**config.mk**
```make
export PLATFORM = sky130hd
export DESIGN_NAME = rcm_rect_store
export DESIGN_NICKNAME = d
export VERILOG_FILES = /design/src/rtl/rcm_pkg.sv /design/src/rtl/rcm_rect_store.sv
export SDC_FILE = /design/constraint.sdc
export NUM_CORES = 2
export LEC_CHECK = 0
export ABC_AREA = 1
export ABC_CLOCK_PERIOD_IN_PS = 9350
export BUFFER_PORTS_ARGS = -buffer_cell sky130_fd_sc_hd__buf_2
export CORE_ASPECT_RATIO = 1.25
export CORE_MARGIN = 5
export CORE_UTILIZATION = 45
export CTS_CLUSTER_SIZE = 28
export DETAILED_ROUTE_END_ITERATION = 8
export GPL_TIMING_DRIVEN = 0
export PLACE_DENSITY = 0.59
export REMOVE_ABC_BUFFERS = 1
export SYNTH_ARGS = -nofsm -noshare
export SYNTH_HDL_FRONTEND = slang
export SYNTH_SLANG_ARGS = --single-unit
```
**constraint.sdc**
```tcl
create_clock -name clk -period 9.35 [get_ports clk]
set_input_delay 0.935 -clock clk [delete_from_list [all_inputs] [get_ports clk]]
set_output_delay 0.935 -clock clk [all_outputs]
set_load 0.005 [all_outputs]
```
**src/rtl/rcm_pkg.sv**
```systemverilog
`timescale 1ns / 1ps
// ----------------------------------------------------------------------------
// rcm_pkg
// Shared types and constants of the rectangle coverage mask block.
// ----------------------------------------------------------------------------
package rcm_pkg;

  localparam int COORD_W = 16;
  localparam int IDX_W   = 5;
  localparam int CNT_W   = 6;
  localparam int MASK_W  = 32;
  localparam int CFG_IDX_W  = 3;
  localparam int CFG_DATA_W = 16;

  // in_tdata layout, lowest bit first
  localparam int RECT_INDEX_LSB  = 0;
  localparam int RECT_LEFT_LSB   = RECT_INDEX_LSB + IDX_W;
  localparam int RECT_TOP_LSB    = RECT_LEFT_LSB + COORD_W;
  localparam int RECT_RIGHT_LSB  = RECT_TOP_LSB + COORD_W;
  localparam int RECT_BOTTOM_LSB = RECT_RIGHT_LSB + COORD_W;
  localparam int CELL_X_LSB      = RECT_BOTTOM_LSB + COORD_W;
  localparam int CELL_Y_LSB      = CELL_X_LSB + COORD_W;
  localparam int IN_FIELDS_W     = CELL_Y_LSB + COORD_W;
  localparam int IN_TDATA_W      = ((IN_FIELDS_W + 7) / 8) * 8;
  localparam int OUT_TDATA_W     = MASK_W;

  typedef enum logic {
    FUNC_WRITE = 1'b0,
    FUNC_QUERY = 1'b1
  } func_t;

  typedef enum logic [CFG_IDX_W-1:0] {
    REG_RECT_COUNT  = 3'd0,
    REG_AREA_LEFT   = 3'd1,
    REG_AREA_TOP    = 3'd2,
    REG_AREA_RIGHT  = 3'd3,
    REG_AREA_BOTTOM = 3'd4
  } cfg_reg_t;

endpackage

```
**src/rtl/rcm_rect_store.sv**
```systemverilog
`timescale 1ns / 1ps
// ----------------------------------------------------------------------------
// rcm_rect_store
// Rectangle slots with one parallel cell compare per slot.
// ----------------------------------------------------------------------------
module rcm_rect_store #(
  parameter int MAX_RECTS = 32,
  parameter int CW        = 16
) (
  input  logic                       clk,
  input  logic                       rst_n,
  input  logic                       wr_en,
  input  logic [rcm_pkg::IDX_W-1:0]  wr_index,
  input  logic [CW-1:0]              wr_left,
  input  logic [CW-1:0]              wr_top,
  input  logic [CW-1:0]              wr_right,
  input  logic [CW-1:0]              wr_bottom,
  input  logic [CW-1:0]              cell_x,
  input  logic [CW-1:0]              cell_y,
  input  logic [rcm_pkg::CNT_W-1:0]  rect_count,
  output logic [MAX_RECTS-1:0]       hit
);

  localparam int IW = rcm_pkg::IDX_W;
  localparam int NW = rcm_pkg::CNT_W;

  logic [CW-1:0] left_r   [MAX_RECTS];
  logic [CW-1:0] top_r    [MAX_RECTS];
  logic [CW-1:0] right_r  [MAX_RECTS];
  logic [CW-1:0] bottom_r [MAX_RECTS];

  for (genvar g = 0; g < MAX_RECTS; g++) begin : g_slot
    always_ff @(posedge clk) begin
      if (!rst_n) begin
        left_r[g]   <= '0;
        top_r[g]    <= '0;
        right_r[g]  <= '0;
        bottom_r[g] <= '0;
      end else if (wr_en && (wr_index == IW'(g))) begin
        left_r[g]   <= wr_left;
        top_r[g]    <= wr_top;
        right_r[g]  <= wr_right;
        bottom_r[g] <= wr_bottom;
      end
    end

    assign hit[g] = (rect_count > NW'(g)) &&
                    (cell_x >= left_r[g]) && (cell_x <= right_r[g]) &&
                    (cell_y >= top_r[g])  && (cell_y <= bottom_r[g]);
  end

endmodule

```
; Yosys cells after proc, flatten, opt, wreduce, memory -nomap -nowiden
; Memory sizes are Yosys's and may differ from the RTL's.
; Index checks and enable logic that the tools add are counted.
[op_classes]
n_lt_le_gt_ge = 160
n_eq_ne = 31
muxes = 225
bitwise_logic = 128
n_reduce_logical = 161
[ops]
columns = operator, count
row1 = $mux W16, 128
row2 = $ge A16 B16 Y1, 64
row3 = $le A16 B16 Y1, 64
row4 = $logic_and A1 B1 Y1, 160
row5 = $or A1 B1 Y1, 128
row6 = $mux W1, 97
row7 = $gt A6 B5 Y1 const B, 16
row8 = $eq A5 B5 Y1 const B, 16
row9 = $gt A6 B4 Y1 const B, 8
row10 = $eq A5 B4 Y1 const B, 8
row11 = $gt A6 B3 Y1 const B, 4
row12 = $eq A5 B3 Y1 const B, 4
row13 = $gt A6 B1 Y1 const B, 2
row14 = $gt A6 B2 Y1 const B, 2
row15 = $eq A5 B2 Y1 const B, 2
row16 = $eq A5 B1 Y1 const B, 1
row17 = $logic_not A5 Y1, 1
[totals]
register_bits = 0
mem_bits_rw = 2048
input_bits = 110
out_inout_bits = 32
elab_cells = 709
mem_count = 4
[memory_table]
columns = name, depth, word_bits, read_ports, rd_ports_with_merged_regs, write_ports, line
row1 = bottom_r, 32, 16, 32, 0, 32, rcm_rect_store.sv:30  ; logic [CW-1:0] bottom_r [MAX_RECTS];
row2 = left_r, 32, 16, 32, 0, 32, rcm_rect_store.sv:27  ; logic [CW-1:0] left_r [MAX_RECTS];
row3 = right_r, 32, 16, 32, 0, 32, rcm_rect_store.sv:29  ; logic [CW-1:0] right_r [MAX_RECTS];
row4 = top_r, 32, 16, 32, 0, 32, rcm_rect_store.sv:28  ; logic [CW-1:0] top_r [MAX_RECTS];

; Depth between registers and ports, before layout
[depth]
depth_word = 6
mapped_depth = 13
depth_no_buf = 13

; Worst setup path after synthesis
; OpenSTA, ideal clock, no wires.
[synth_timing]
kind = input to register
start = input wr_index[0] (netlist bit)
end = memory bottom_r[6][4], in the netlist bottom_r[0][100], enable pin
arrival_ns = 5.994
required_ns = 8.776
path_slack_ns = 2.781
path_stages = 5
path_cell_list = inv_1 -> nand2_1 -> nor2_4 -> inv_1 -> o21ai_0
[synth_rtl]
columns = item, line
row1 = "start, declared", rcm_rect_store.sv:13  ; input logic [rcm_pkg::IDX_W-1:0] wr_index,
row2 = "end, declared", rcm_rect_store.sv:30

; Final worst setup path
[layout_timing]
start = input cell_y[9]
end = output hit[6]
[layout_via]
elab_chain_cells = 3
[layout_lines]
columns = item, line
row1 = "start, declared", rcm_rect_store.sv:19  ; input logic [CW-1:0] cell_y,
row2 = $ge A16 B16 Y1, rcm_rect_store.sv:49  ; (cell_y >= top_r[g]) && (cell_y <= bottom_r[g]);
row3 = $logic_and A1 B1 Y1, rcm_rect_store.sv:48  ; (cell_x >= left_r[g]) && (cell_x <= right_r[g]) &&
row4 = $logic_and A1 B1 Y1 *, rcm_rect_store.sv:49
row5 = "end, declared", rcm_rect_store.sv:21  ; output logic [MAX_RECTS-1:0] hit
; Every way passes the cells marked *; elsewhere a longest branch is shown, timed or not.

==> summary.txt <==
Outcome
  • Status: finished, final reports clean

Critical path
  • Kind of critical path: input port to primary output
  • Crit path buf inv count: 4
  • Dominant cell type by count on the critical path: nand2_1
  • Critical Path, Cell by Cell: buf_6 > buf_16 > ha_1 > nand2_1 > inv_1 > o21bai_1 > a21oi_1 > nor2_1 > nand2_1 > nand2_1 > nand3_1 > nor2_1 > buf_2
  • Biggest cell delay along the critical path: 0.69 ns
  • CP arrival: 4.35 ns
  • Critical Path Sink Type: primary output
  • Crit path max-delay family: simple AND/OR/NAND/NOR gates
  • Max Fanout on Critical Path: 41
  • WP data required: 8.42 ns
  • CP Launch Type: input port
  • CP max stage cell: nand3_1

Synth
  • Synth Warn #: 0
  • #FFs+latches synth: 2048
  • Post-synth cell types: 34
  • Post-synthesis sequential area ratio: 0.491
  • Mean area per synthesized cell: 9.49 um^2
  • Synthesized area: 125000 um^2
  • Mapped Cells: 13200

Clock tree
  • CTS clk-pin slew, worst paths: 0.06 ns
  • Clock Sinks: 2048
  • CTS Root Cell: clkbuf_16
  • # H-tree levels: 4
  • CTS buffer count: 213
  • Hold_buf cts: 0
  • Post-CTS Resized: 0
  • Postcts setup bufs: 0
  • CTS tree: done
  • Clock buffer depth: 4

STA
  • Final Hold Viols: 0
  • Hold WS: 0.462 ns
  • FMAX: 189 MHz
  • Least-Margin Pin Slew: 1.30 ns
  • Worst slew margin: 0.133
  • Max-slew violation count: 0
  • Period utilization: 0.565
  • Final setup violation count: 0
  • RSZ-0062 raised after global routing: false
  • Total negative setup slack: 0 ns
  • Post-route minimum period: 5.28 ns

Routing
  • WL met2: 184 mm
  • Total vias in the final route: 89600
  • Drt first pass iters: 5
  • WL per Instance: 21.7 um
  • Met3 WL: 20.8 mm
  • Final ANT Viol Nets: 0
  • Initial DRC count: 6599
  • Total Wirelength: 373 mm
  • Wire length on met1: 148 mm
  • Highest routing layer actually used: met4
  • Vias per Instance: 5.21
  • # DRC: 0

Place
  • Port bufs: 141
  • Routability Congestion: 0.807
  • DP HPWL: 227 mm
  • Placed cell area: 133000 um^2

Global routing
  • Vias in the first global route: 83700
  • First-pass GRT wire length: 540 mm
  • Remaining global-route overflow: 0
  • All-Layer GR Usage: 0.255
  • Largest net degree at the start of global routing: 65
  • Initial antenna violation count: 19

Pwr
  • Pwr Density: 161 nW/um^2
  • Leak: 65.7 nW
  • Power Total: 22.5 mW
  • VDD IR-drop max: 0.137 mV

Floorplan
  • Top-level port count: 142
  • Area of the die: 289000 um^2
  • Initial Util: 0.452
  • FP Rows: 216
  • Die Y: 600 um
  • Die X-Extent: 482 um
  • Std-Cell Core Area: 277000 um^2

Worst hold path
  • Worst hold path class: input port to flop

Flow run
  • Max-Cap Viols: 0

Finish
  • Net count, final: 15500
  • Final instance area: 140000 um^2
  • Share of cells above drive strength 1: 0.0553
  • Growth of design area from synthesis to finish: 11.3%
-- cell families (layout without fill, tap and decap cells) --
group	after synthesis	in the layout	share of synthesized area
and+or+nand+nor	4828	4828	0.154
buffers and inverters	2782	3050	0.0877
adders and majority gates	2048	2048	0.204
DFF	2048	2048	0.491
AOI/OAI and AO/OA	1505	1505	0.0630
other	0	10	0
-- cells in the final DEF (no fill, tap or decap), drive strengths merged --
cell type	instances
nand3	213
clkbuf	258
a21boi	3
o21bai	42
nor3	66
edfxtp	2048
a21oi	1044
a21o	1
or2	1
and2	6
nor4	46
buf	296
o21a	96
a22oi	1
clkinv	91
nor2	2638
o31ai	2
diode	10
nand2	1740
bufinv	18
inv	2385
clkinvlp	2
a31oi	2
and3	25
o21ai	314
ha	2048
nand4	91
nand3b	2
-- cell type report --
type                    count  area, um^2
fillers                 25400      138000
flip-flops and latches   2048       61500
multi-input cells        8381       53300
inverters                2383        9010
clock buffers             258        5580
well taps                3706        4640
repair buffers            296        4540
clock inverters           113         967
diodes                     10        25.0
-- where the power goes --
group          switching (mW)  total (mW)  internal [mW]
Sequential              0.122        10.7           10.6
Combinational            2.30        3.43           1.13
Clock                    3.66        8.36           4.70
Total                    6.08        22.5           16.4
-- metrics by stage --
step / instances / setup WS, ns / utilization
finish: 17200 / 4.07 / 0.503
floorplan: 12800 / 1.82 / -
detailed placement: 16800 / 4.05 / 0.480
global placement: 16700 / -2.71 / 0.464
CTS: 17200 / 4.03 / 0.503
global route: 17200 / 4.18 / 0.503
-- state kept, by name (all words and copies together) (netlist names) --
register and count:
bottom_r 512, left_r 512, right_r 512, top_r 512
-- final timing paths --
kind | from | end | slack, ns | depth (start not counted)
hold / removal | wr_top[15] | top_r[1][47] | 0.46 | 3
setup / recovery | cell_y[9] | hit[6] | 4.07 | 13
-- metal layers --
layer  track usage  vias to the layer above
met5             0                        -
met4         0.117                        0
met3        0.0257                      656
met2         0.453                     2313
met1         0.313                    43000
li1              -                    43700
-- cell usage after synthesis --
cell type,instances,area (um^2)
a21boi_0,3,22.5
a21o_1,1,7.51
a21oi_1,1044,5230
a22oi_1,1,7.51
a31oi_1,2,12.5
and2_1,6,37.5
and3_1,25,156
buf_2,130,651
buf_4,5,37.5
buf_6,48,541
clkbuf_1,215,807
clkbuf_8,1,13.8
edfxtp_1,2048,61500
ha_1,2048,25600
inv_1,2380,8930
inv_2,3,11.3
nand2_1,1737,6520
nand2_2,3,18.8
nand3_1,181,906
nand3_2,13,130
nand3_4,19,333
nand3b_1,2,15.0
nand4_1,91,569
nor2_1,2609,9790
nor2_2,17,106
nor2_4,12,135
nor3_1,66,330
nor4_1,46,288
o21a_1,96,721
o21ai_0,313,1570
o21ai_2,1,8.76
o21bai_1,42,315
o31ai_1,2,15.0
or2_2,1,6.26
Note: power is estimated with default switching activity, not from simulation.
